File: config.mk
export PLATFORM = sky130hd
export DESIGN_NAME = serial_frame_receiver
export DESIGN_NICKNAME = d
export VERILOG_FILES = /design/src/rtl/sfr_pkg.sv /design/src/rtl/sfr_core.sv /design/src/rtl/serial_frame_receiver.sv
export SDC_FILE = /design/constraint.sdc
export NUM_CORES = 1
export LEC_CHECK = 0
export BUFFER_PORTS_ARGS = -buffer_cell sky130_fd_sc_hd__buf_2
export CAP_MARGIN = 20
export CORE_ASPECT_RATIO = 1.1
export CORE_MARGIN = 4
export CORE_UTILIZATION = 40
export DETAILED_ROUTE_END_ITERATION = 8
export PLACE_DENSITY = 0.6
export SYNTH_ARGS = -nofsm -noshare
export SYNTH_HDL_FRONTEND = slang
export SYNTH_HIERARCHICAL = 1
export SYNTH_SLANG_ARGS = --single-unit
File: constraint.sdc
create_clock -name clk -period 7.1 [get_ports clk]
set_input_delay 0.71 -clock clk [delete_from_list [all_inputs] [get_ports clk]]
set_output_delay 0.71 -clock clk [all_outputs]
set_load 0.03 [all_outputs]
File: src/rtl/sfr_pkg.sv
// Shared types and constants for the serial frame receiver.
// Used by sfr_core and serial_frame_receiver; no dependencies.

package sfr_pkg;

	localparam int unsigned BYTE_W   = 8;
	localparam int unsigned LEN_W    = 16;
	localparam int unsigned INDEX_W  = 10;
	localparam int unsigned STATUS_W = 3;

	// payload bytes at positions below this are carried out
	localparam logic [LEN_W:0] PAYLOAD_CAPACITY = 17'd1024;

	localparam logic [BYTE_W-1:0] SOH_BYTE = 8'h01;

	typedef enum logic [0:0] {
		REQ_BYTE  = 1'b0,
		REQ_REARM = 1'b1
	} req_type_t;

	typedef enum logic [3:0] {
		PH_SOH  = 4'd0,
		PH_CMD  = 4'd1,
		PH_SUB  = 4'd2,
		PH_L1   = 4'd3,
		PH_L2   = 4'd4,
		PH_DATA = 4'd5,
		PH_CS0  = 4'd6,
		PH_CS1  = 4'd7,
		PH_DONE = 4'd8
	} phase_t;

	typedef enum logic [STATUS_W-1:0] {
		ST_IGNORED = 3'd0,
		ST_HEADER  = 3'd1,
		ST_PAYLOAD = 3'd2,
		ST_SUMLOW  = 3'd3,
		ST_GOOD    = 3'd4,
		ST_BAD     = 3'd5,
		ST_REARMED = 3'd6
	} status_t;

	typedef struct packed {
		status_t             status;
		logic                payload_valid;
		logic [BYTE_W-1:0]   payload_byte;
		logic [INDEX_W-1:0]  payload_index;
		logic [BYTE_W-1:0]   command_code;
		logic [BYTE_W-1:0]   subcommand_code;
		logic [LEN_W-1:0]    payload_length;
		logic                oversize;
	} result_t;

endpackage

File: src/rtl/sfr_core.sv
// Frame parse state and per-byte next-state logic of the serial frame receiver.
// Depends on sfr_pkg. Produces the result for the byte accepted this cycle.

module sfr_core (
	input  logic                        clk,
	input  logic                        arst_n,
	input  logic                        accept,
	input  logic                        req_type,
	input  logic [sfr_pkg::BYTE_W-1:0]  rx_byte,
	output sfr_pkg::result_t            res
);

	sfr_pkg::phase_t              phase_q, phase_d;
	logic [sfr_pkg::LEN_W-1:0]    running_sum_q, running_sum_d;
	logic [sfr_pkg::LEN_W-1:0]    received_sum_q, received_sum_d;
	logic [sfr_pkg::BYTE_W-1:0]   command_q, command_d;
	logic [sfr_pkg::BYTE_W-1:0]   subcommand_q, subcommand_d;
	logic [sfr_pkg::LEN_W-1:0]    length_q, length_d;
	logic [sfr_pkg::LEN_W-1:0]    byte_count_q, byte_count_d;
	logic                         oversize_q, oversize_d;

	logic [sfr_pkg::LEN_W-1:0]    sum_add;
	logic [sfr_pkg::LEN_W-1:0]    len_full;
	logic [sfr_pkg::LEN_W-1:0]    rsum_full;
	logic [sfr_pkg::LEN_W-1:0]    count_inc;
	logic                         below_cap;
	sfr_pkg::status_t             status;
	logic                         pvalid;

	assign sum_add   = running_sum_q + {{(sfr_pkg::LEN_W-sfr_pkg::BYTE_W){1'b0}}, rx_byte};
	assign len_full  = {rx_byte, length_q[sfr_pkg::BYTE_W-1:0]};
	assign rsum_full = {rx_byte, received_sum_q[sfr_pkg::BYTE_W-1:0]};
	assign count_inc = byte_count_q + 16'd1;
	assign below_cap = {1'b0, byte_count_q} < sfr_pkg::PAYLOAD_CAPACITY;

	always_comb begin
		phase_d        = phase_q;
		running_sum_d  = running_sum_q;
		received_sum_d = received_sum_q;
		command_d      = command_q;
		subcommand_d   = subcommand_q;
		length_d       = length_q;
		byte_count_d   = byte_count_q;
		oversize_d     = oversize_q;
		status         = sfr_pkg::ST_IGNORED;
		pvalid         = 1'b0;

		if (req_type == sfr_pkg::REQ_REARM) begin
			phase_d       = sfr_pkg::PH_SOH;
			running_sum_d = '0;
			status        = sfr_pkg::ST_REARMED;
		end else begin
			unique case (phase_q)
				sfr_pkg::PH_SOH: begin
					running_sum_d = '0;
					if (rx_byte == sfr_pkg::SOH_BYTE) begin
						running_sum_d = {{(sfr_pkg::LEN_W-sfr_pkg::BYTE_W){1'b0}}, rx_byte};
						command_d     = '0;
						subcommand_d  = '0;
						length_d      = '0;
						byte_count_d  = '0;
						oversize_d    = 1'b0;
						phase_d       = sfr_pkg::PH_CMD;
						status        = sfr_pkg::ST_HEADER;
					end
				end
				sfr_pkg::PH_CMD: begin
					running_sum_d = sum_add;
					command_d     = rx_byte;
					phase_d       = sfr_pkg::PH_SUB;
					status        = sfr_pkg::ST_HEADER;
				end
				sfr_pkg::PH_SUB: begin
					running_sum_d = sum_add;
					subcommand_d  = rx_byte;
					phase_d       = sfr_pkg::PH_L1;
					status        = sfr_pkg::ST_HEADER;
				end
				sfr_pkg::PH_L1: begin
					running_sum_d = sum_add;
					length_d      = {{(sfr_pkg::LEN_W-sfr_pkg::BYTE_W){1'b0}}, rx_byte};
					phase_d       = sfr_pkg::PH_L2;
					status        = sfr_pkg::ST_HEADER;
				end
				sfr_pkg::PH_L2: begin
					running_sum_d = sum_add;
					length_d      = len_full;
					byte_count_d  = '0;
					oversize_d    = {1'b0, len_full} > sfr_pkg::PAYLOAD_CAPACITY;
					// empty payload goes straight to the sum bytes
					phase_d       = (len_full != '0) ? sfr_pkg::PH_DATA : sfr_pkg::PH_CS0;
					status        = sfr_pkg::ST_HEADER;
				end
				sfr_pkg::PH_DATA: begin
					running_sum_d = sum_add;
					pvalid        = below_cap;
					byte_count_d  = count_inc;
					if (count_inc == length_q) begin
						phase_d = sfr_pkg::PH_CS0;
					end
					status        = sfr_pkg::ST_PAYLOAD;
				end
				sfr_pkg::PH_CS0: begin
					received_sum_d = {{(sfr_pkg::LEN_W-sfr_pkg::BYTE_W){1'b0}}, rx_byte};
					phase_d        = sfr_pkg::PH_CS1;
					status         = sfr_pkg::ST_SUMLOW;
				end
				sfr_pkg::PH_CS1: begin
					received_sum_d = rsum_full;
					status  = (rsum_full == running_sum_q) ? sfr_pkg::ST_GOOD : sfr_pkg::ST_BAD;
					phase_d = sfr_pkg::PH_DONE;
				end
				default: begin
					status = sfr_pkg::ST_IGNORED;
				end
			endcase
		end
	end

	always_comb begin
		res.status          = status;
		res.payload_valid   = pvalid;
		res.payload_byte    = pvalid ? rx_byte : '0;
		res.payload_index   = pvalid ? byte_count_q[sfr_pkg::INDEX_W-1:0] : '0;
		res.command_code    = command_d;
		res.subcommand_code = subcommand_d;
		res.payload_length  = length_d;
		res.oversize        = oversize_d;
	end

	always_ff @(posedge clk or negedge arst_n) begin
		if (!arst_n) begin
			phase_q        <= sfr_pkg::PH_SOH;
			running_sum_q  <= '0;
			received_sum_q <= '0;
			command_q      <= '0;
			subcommand_q   <= '0;
			length_q       <= '0;
			byte_count_q   <= '0;
			oversize_q     <= 1'b0;
		end else if (accept) begin
			phase_q        <= phase_d;
			running_sum_q  <= running_sum_d;
			received_sum_q <= received_sum_d;
			command_q      <= command_d;
			subcommand_q   <= subcommand_d;
			length_q       <= length_d;
			byte_count_q   <= byte_count_d;
			oversize_q     <= oversize_d;
		end
	end

`ifndef SYNTHESIS
	a_rearm_to_soh: assert property (@(posedge clk) disable iff (!arst_n)
		(accept && req_type == sfr_pkg::REQ_REARM) |=>
		(phase_q == sfr_pkg::PH_SOH && running_sum_q == '0))
		else $error("rearm did not return parser to start-byte wait");

	a_pvalid_in_cap: assert property (@(posedge clk) disable iff (!arst_n)
		(accept && res.payload_valid) |->
		(res.status == sfr_pkg::ST_PAYLOAD && below_cap && phase_q == sfr_pkg::PH_DATA))
		else $error("payload carried out outside payload phase or capacity");

	a_done_holds: assert property (@(posedge clk) disable iff (!arst_n)
		(accept && req_type == sfr_pkg::REQ_BYTE && phase_q == sfr_pkg::PH_DONE) |=>
		(phase_q == sfr_pkg::PH_DONE && $stable(running_sum_q) && $stable(length_q)))
		else $error("finished frame changed state without rearm");

	a_sum_status: assert property (@(posedge clk) disable iff (!arst_n)
		(accept && (res.status == sfr_pkg::ST_GOOD || res.status == sfr_pkg::ST_BAD)) |=>
		(phase_q == sfr_pkg::PH_DONE))
		else $error("checksum verdict without entering done phase");
`endif

endmodule

File: src/rtl/serial_frame_receiver.sv
// Serial frame receiver top level: stream handshake and result register.
// Depends on sfr_pkg and sfr_core.
//
// Usage:
//   Slave channel s_axis_*: one item per received byte (tuser = 0) or a
//   rearm request (tuser = 1). Master channel m_axis_*: exactly one result
//   item per accepted input item, in order.
//   The result for an item is presented in the cycle after it is accepted.
//   Throughput: one item per cycle while the result register is empty or
//   m_axis_tready is high; the parse state update is a single add and phase
//   step between the input handshake and the result register.
//   The result register decouples the sides: a new item is accepted while
//   the previous result is taken in the same cycle. If the result register is
//   full and m_axis_tready is low, s_axis_tready drops and the parse state
//   holds until the result is taken.
//   Reset: the parser waits for the start byte, all frame registers are zero
//   and the result register is empty.

module serial_frame_receiver (
	input  logic        clk,
	input  logic        arst_n,

	input  logic        s_axis_tvalid,
	output logic        s_axis_tready,
	input  logic [7:0]  s_axis_tdata,   // [7:0] rx_byte
	input  logic        s_axis_tuser,   // [0] req_type

	output logic        m_axis_tvalid,
	input  logic        m_axis_tready,
	// [7:0] payload_byte, [17:8] payload_index, [25:18] command_code,
	// [33:26] subcommand_code, [49:34] payload_length, [50] oversize, [55:51] zero
	output logic [55:0] m_axis_tdata,
	output logic [3:0]  m_axis_tuser    // [2:0] status, [3] payload_valid
);

	logic             in_accept;
	sfr_pkg::result_t res;
	sfr_pkg::result_t res_q;
	logic             out_valid_q;

	assign s_axis_tready = !out_valid_q || m_axis_tready;
	assign in_accept     = s_axis_tvalid && s_axis_tready;

	sfr_core u_core (
		.clk      (clk),
		.arst_n   (arst_n),
		.accept   (in_accept),
		.req_type (s_axis_tuser),
		.rx_byte  (s_axis_tdata),
		.res      (res)
	);

	always_ff @(posedge clk or negedge arst_n) begin
		if (!arst_n) begin
			out_valid_q <= 1'b0;
		end else if (s_axis_tready) begin
			out_valid_q <= s_axis_tvalid;
		end
	end

	always_ff @(posedge clk) begin
		if (in_accept) begin
			res_q <= res;
		end
	end

	assign m_axis_tvalid = out_valid_q;
	assign m_axis_tuser  = {res_q.payload_valid, res_q.status};
	assign m_axis_tdata  = {5'd0,
	                        res_q.oversize,
	                        res_q.payload_length,
	                        res_q.subcommand_code,
	                        res_q.command_code,
	                        res_q.payload_index,
	                        res_q.payload_byte};

endmodule

Word-level counts from Yosys, hierarchy flattened
Index checks and enable logic that the tools add are counted.
{"block": "totals", "ff_bits": 133, "in_bits": 13, "output_inout_bits": 62, "word_cells": 78}
{"block": "op_classes", "n_addsub": 2, "magnitude_cmp": 2, "eq_ne": 13, "mux": 28, "n_bitwise": 2, "n_reduce_logical": 14}
{"operator": "16-bit one-hot mux with 3 select lines", "count": 2}
{"operator": "16-bit 2-to-1 mux", "count": 4}
{"operator": "8-bit one-hot mux with 2 select lines", "count": 3}
{"operator": "8-bit 2-to-1 mux", "count": 5}
{"operator": "16-bit == test", "count": 2}
{"operator": "16-bit one-hot mux with 2 select lines", "count": 1}
{"operator": "4-bit one-hot mux with 8 select lines", "count": 1}
{"operator": "16-bit by 1-bit adder with 16-bit output (second input constant)", "count": 1}
{"operator": "16-bit by 8-bit adder with 16-bit output", "count": 1}
{"operator": "4-bit by 3-bit == test with 1-bit output (second input constant)", "count": 4}
{"operator": "16-bit by 11-bit > comparator with 1-bit output (second input constant)", "count": 1}
{"operator": "16-bit by 11-bit less-than comparator with 1-bit output (second input constant)", "count": 1}
{"operator": "16-bit nonzero test", "count": 1}
{"operator": "3-bit one-hot mux with 5 select lines", "count": 1}
{"operator": "4-bit 2-to-1 mux", "count": 3}
{"operator": "4-bit AND reduction", "count": 3}
{"operator": "9-bit nonzero test", "count": 1}
{"operator": "4-bit by 2-bit == test with 1-bit output (second input constant)", "count": 2}
{"operator": "8-bit by 1-bit == test with 1-bit output (second input constant)", "count": 1}
{"operator": "1-bit 2-to-1 mux", "count": 6}
{"operator": "3-bit by 2-bit inequality test with 1-bit output (second input constant)", "count": 2}
{"operator": "3-bit nonzero test", "count": 2}
{"operator": "5-bit OR reduction", "count": 1}
{"operator": "4-bit by 1-bit == test with 1-bit output (second input constant)", "count": 1}
{"operator": "other kinds (10)", "count": 11}

Longest topological paths before layout
{"block": "logic_depth", "depth_word": 5, "mapped_depth": 9, "ltp_nobuf": 9}

Modules after synthesis
Netlist, hierarchy kept.
{"mod": "sfr_core", "instances": 1, "cells_each": 599, "area_each_um2": 5201.2, "seq_area_each_um2": 1926.8}
{"mod": "serial_frame_receiver", "instances": 1, "cells_each": 65, "area_each_um2": 1746.7, "seq_area_each_um2": 1676.6}

Worst setup path before layout
OpenSTA, ideal clock, no wires.
{"block": "synth_path", "path_kind": "input to register", "start": "input m_axis_tready", "end": "register u_core/running_sum_q[15] (netlist name)", "setup_ps": 126, "t_arrival_ps": 2910, "required_time_ps": 6974, "path_slack_ps": 4064, "stages": 8, "n_path_buf": 1, "path_cell_list": "nand2b_4 -> and2_4 -> buf_2 -> o21ai_2 -> or4_4 -> a2111oi_2 -> xnor2_1 -> nor2_1"}
{"block": "synth_between", "elab_chain_len": 3}
{"element": "start: declaration", "line": "serial_frame_receiver.sv:29", "text": "input logic m_axis_tready,"}
{"element": "1-bit logical OR", "line": "serial_frame_receiver.sv:41", "text": "assign s_axis_tready = !out_valid_q || m_axis_tready;"}
{"element": "1-bit logical AND", "line": "serial_frame_receiver.sv:42", "text": "assign in_accept = s_axis_tvalid && s_axis_tready;"}
{"element": "named net in_accept", "line": "serial_frame_receiver.sv:36", "text": "logic in_accept;"}
{"element": "2-bit AND reduction (no line)"}
{"element": "end signal: assignment", "line": "sfr_core.sv:143", "text": "running_sum_q <= running_sum_d;"}
{"element": "end: declaration", "line": "sfr_core.sv:14", "text": "logic [sfr_pkg::LEN_W-1:0] running_sum_q, running_sum_d;"}
The timed path passes the listed nets, and every way through them passes these cells.
A chain may end at the register's enable or synchronous reset.

Worst setup path after layout
Same ends and word-level chain as after synthesis.

==> flow_metrics.env <==
export IMPL_layout_setup_ws_ns=4.03
export IMPL_r2r_start="m_axis_tvalid"
export IMPL_ys_async_sr_fraction=0.586
export IMPL_hold_class="in -> async"
export IMPL_cts_buffers_inserted=17
export IMPL_cts_htree_levels=4
export IMPL_hold_viol_final=0
export IMPL_crit_type="in -> reg"
export IMPL_cts_resized=0
export IMPL_required_ns=7.40
export IMPL_nets=743
export IMPL_grt_pass1_vias=5380
export IMPL_die_area_sq_um=19500
export IMPL_clk_path_buf_depth=2
export IMPL_ys_types=71
export IMPL_place_ws_ns=3.58
export IMPL_overflow=0
export IMPL_cp_data_arrival_time_ns=3.37
export IMPL_maxSlewViolCount=0
export IMPL_rr_endpoint="u_core/running_sum_q[15]"
export IMPL_fin_crit_ns=3.07
export IMPL_cap_violations=0
export IMPL_cts_root_buf="clkbuf_16"
export IMPL_grt_pass1_wl_um=28800
export IMPL_startpoint_type="input pin"
export IMPL_pin_count=75
export IMPL_holdWs_ns=0.137
export IMPL_ff2ff_setup_slack_ns=4.04
export IMPL_dp_hpwl_um=12000
export IMPL_ant_nets=0
export IMPL_fp_dieW_um=134
export IMPL_vias=5375
export IMPL_cts_setup_buffers=0
export IMPL_routed_wl_um=17800
export IMPL_tightest_slew_ns=0.962
export IMPL_r2r_cells=7
export IMPL_dp_cells=934
export IMPL_skew_ns=0.00924
export IMPL_nFillCells=1634
export IMPL_synth_seq_area_share=0.519
export IMPL_layout_common_cells="81 x nand2_1, 78 x dfrtp_1, 68 x buf_2, 55 x edfxtp_1, 55 x o21ai_0"
export IMPL_drt_iter0_drc=419
export IMPL_drive_above_1_share=0.180
export IMPL_avgSynthCellArea_sq_um=10.5
export IMPL_final_util=0.472
export IMPL_antenna_found_initial=0
export IMPL_status="finished, final reports clean"
export IMPL_multi_input_area_sq_um=3110
export IMPL_slew_headroom=0.358
export IMPL_cts_tree="done"
export IMPL_dieHeight_um=146
export IMPL_final_setup_tns_ns=0
export IMPL_path_clk_slew_ns=0.06
export IMPL_regArea_sq_um=3600
export IMPL_endpoint="u_core/running_sum_q[15]"
export IMPL_cts_sinks=133
export IMPL_syn_inst=664
export IMPL_setup_viol=0
export IMPL_leakage_nw=3.38
export IMPL_synth_edf_count=55
export IMPL_crit_path_end_kind="flip-flop"
export IMPL_core_area_sq_um=17000
export IMPL_ir_drop_mv=0.178
export IMPL_yosys_register_bits=133
export IMPL_power_density_nw_per_um2=384
export IMPL_port_buffers=69
export IMPL_rsz0062_at_grt="false"
export IMPL_synth_area_sq_um=6950
export IMPL_grtUsageTotal=0.186
export IMPL_synth_ff_type="dfrtp_1"
export IMPL_diodes=0
export IMPL_fmax_mhz=326
export IMPL_wire_per_inst_um=18.4
export IMPL_via_per_inst=5.56
export IMPL_mostFrequentLayoutCell="nand2_1"
export IMPL_syn2layout_area_growth_pct=15.6
export IMPL_final_cells=967
export IMPL_insertion_delay_ns=0.42
export IMPL_grt_max_degree=79
export IMPL_gp_congestion=0.888
export IMPL_yosys_warnings=6
export IMPL_drc_errors=0
export IMPL_start_util=0.408
export IMPL_worst_path_max_fanout=73
export IMPL_firstDrtPassIters=5
export IMPL_ctsHoldBuffers=0
export IMPL_startpoint="m_axis_tready"
export IMPL_rows=50
export IMPL_fin_crit_sh=0.432
==> area by class of cell <==
class                      count  share of cell area
clock buffer                  18              0.0534
clock inverter                14              0.0190
timing repair buffer          72              0.0486
sequential                   133               0.448
multi-input combinational    482               0.388
tap                          234              0.0364
inverter                      14             0.00654
==> stage by stage <==
stage	cell area [sq um]	total power, mW
final	8040	3.08
after global routing	8040	3.27
after CTS	8010	3.10
after detailed placement	7430	2.23
after global placement	7430	2.20
after floorplan	6960	1.96
==> critical path: stages <==
cell and delay [ns]:
buf_2 0.08, nand2b_4 0.11, and2_4 0.75, o21ai_2 0.44
or4_4 0.67, a2111oi_2 0.35, xnor2_1 0.17, nor2_1 0.06
==> how the worst min path moves through the flow <==
stage	slack, ns	endpoint	start	depth (start not counted)
6_report	0.14	u_core/byte_count_q[10]	arst_n	1
5_1_grt	0.13	u_core/byte_count_q[10]	arst_n	1
4_1_cts	0.48	m_axis_tvalid	s_axis_tvalid	2
3_5_place_dp	0.47	u_core/subcommand_q[0]	u_core/subcommand_q[0]	2
3_3_place_gp	0.46	u_core/subcommand_q[0]	u_core/subcommand_q[0]	2
2_1_floorplan	0.41	m_axis_tvalid	arst_n	0
==> synth_stat cells, drive strengths merged (6+ instances only) <==
| cell type | count | area (sq um) |
|---|---|---|
| nand2 | 81 | 304 |
| dfrtp | 78 | 1950 |
| o21ai | 72 | 368 |
| edfxtp | 55 | 1650 |
| a22o | 33 | 289 |
| nor2 | 30 | 120 |
| xor2 | 24 | 210 |
| clkbuf | 22 | 83.8 |
| a21oi | 21 | 109 |
| and2 | 21 | 134 |
| xnor2 | 21 | 184 |
| buf | 17 | 109 |
| inv | 14 | 52.6 |
| nand3 | 14 | 70.1 |
| nor2b | 14 | 87.6 |
| nor3 | 13 | 80.1 |
| nand2b | 12 | 82.6 |
| nor4 | 12 | 96.3 |
| o31ai | 12 | 90.1 |
| ha | 9 | 113 |
| mux2 | 9 | 101 |
| nand4 | 7 | 43.8 |
| a21o | 6 | 45.0 |
==> cells by family after synthesis <==
logic type,count (synthesis),synth area share
adder cells (fa/ha/maj),10,0.0191
AO/OA/AOI/OAI,179,0.175
multiplexers,13,0.0203
buffers and inverters,53,0.0353
other,1,0.000540
XOR/XNOR,45,0.0567
AND/OR/NAND/NOR,230,0.175
flip-flops,133,0.519
==> registers in the layout, indices dropped and copies added (netlist names) <==
register and cells:
m_axis_tdata 51, u_core/byte_count_q 16, u_core/length_q 16, u_core/running_sum_q 16, u_core/command_q 8, u_core/received_sum_q 8, u_core/subcommand_q 8, m_axis_tuser 4
u_core/phase_q 4, m_axis_tvalid 1, u_core/oversize_q 1
==> report_power, final <==
group	internal, mW	switching, mW	leakage (nW)
combinational	0.391	0.577	1.52
sequential	1.04	0.219	1.57
clock	0.521	0.339	0.285
total	1.95	1.13	3.38
==> layer usage <==
| layer | GRT usage | share of wire | wire, um | vias up |
|---|---|---|---|---|
| li1 | - | - | - | 2524 |
| met2 | 0.306 | 0.49 | 8760 | 193 |
| met3 | 0.0407 | 0.059 | 1050 | 22 |
| met5 | 0 | 0 | 0 | - |
| met1 | 0.243 | 0.43 | 7640 | 2636 |
| met4 | 0.0658 | 0.017 | 301 | 0 |
(Power assumes the default switching activity.)
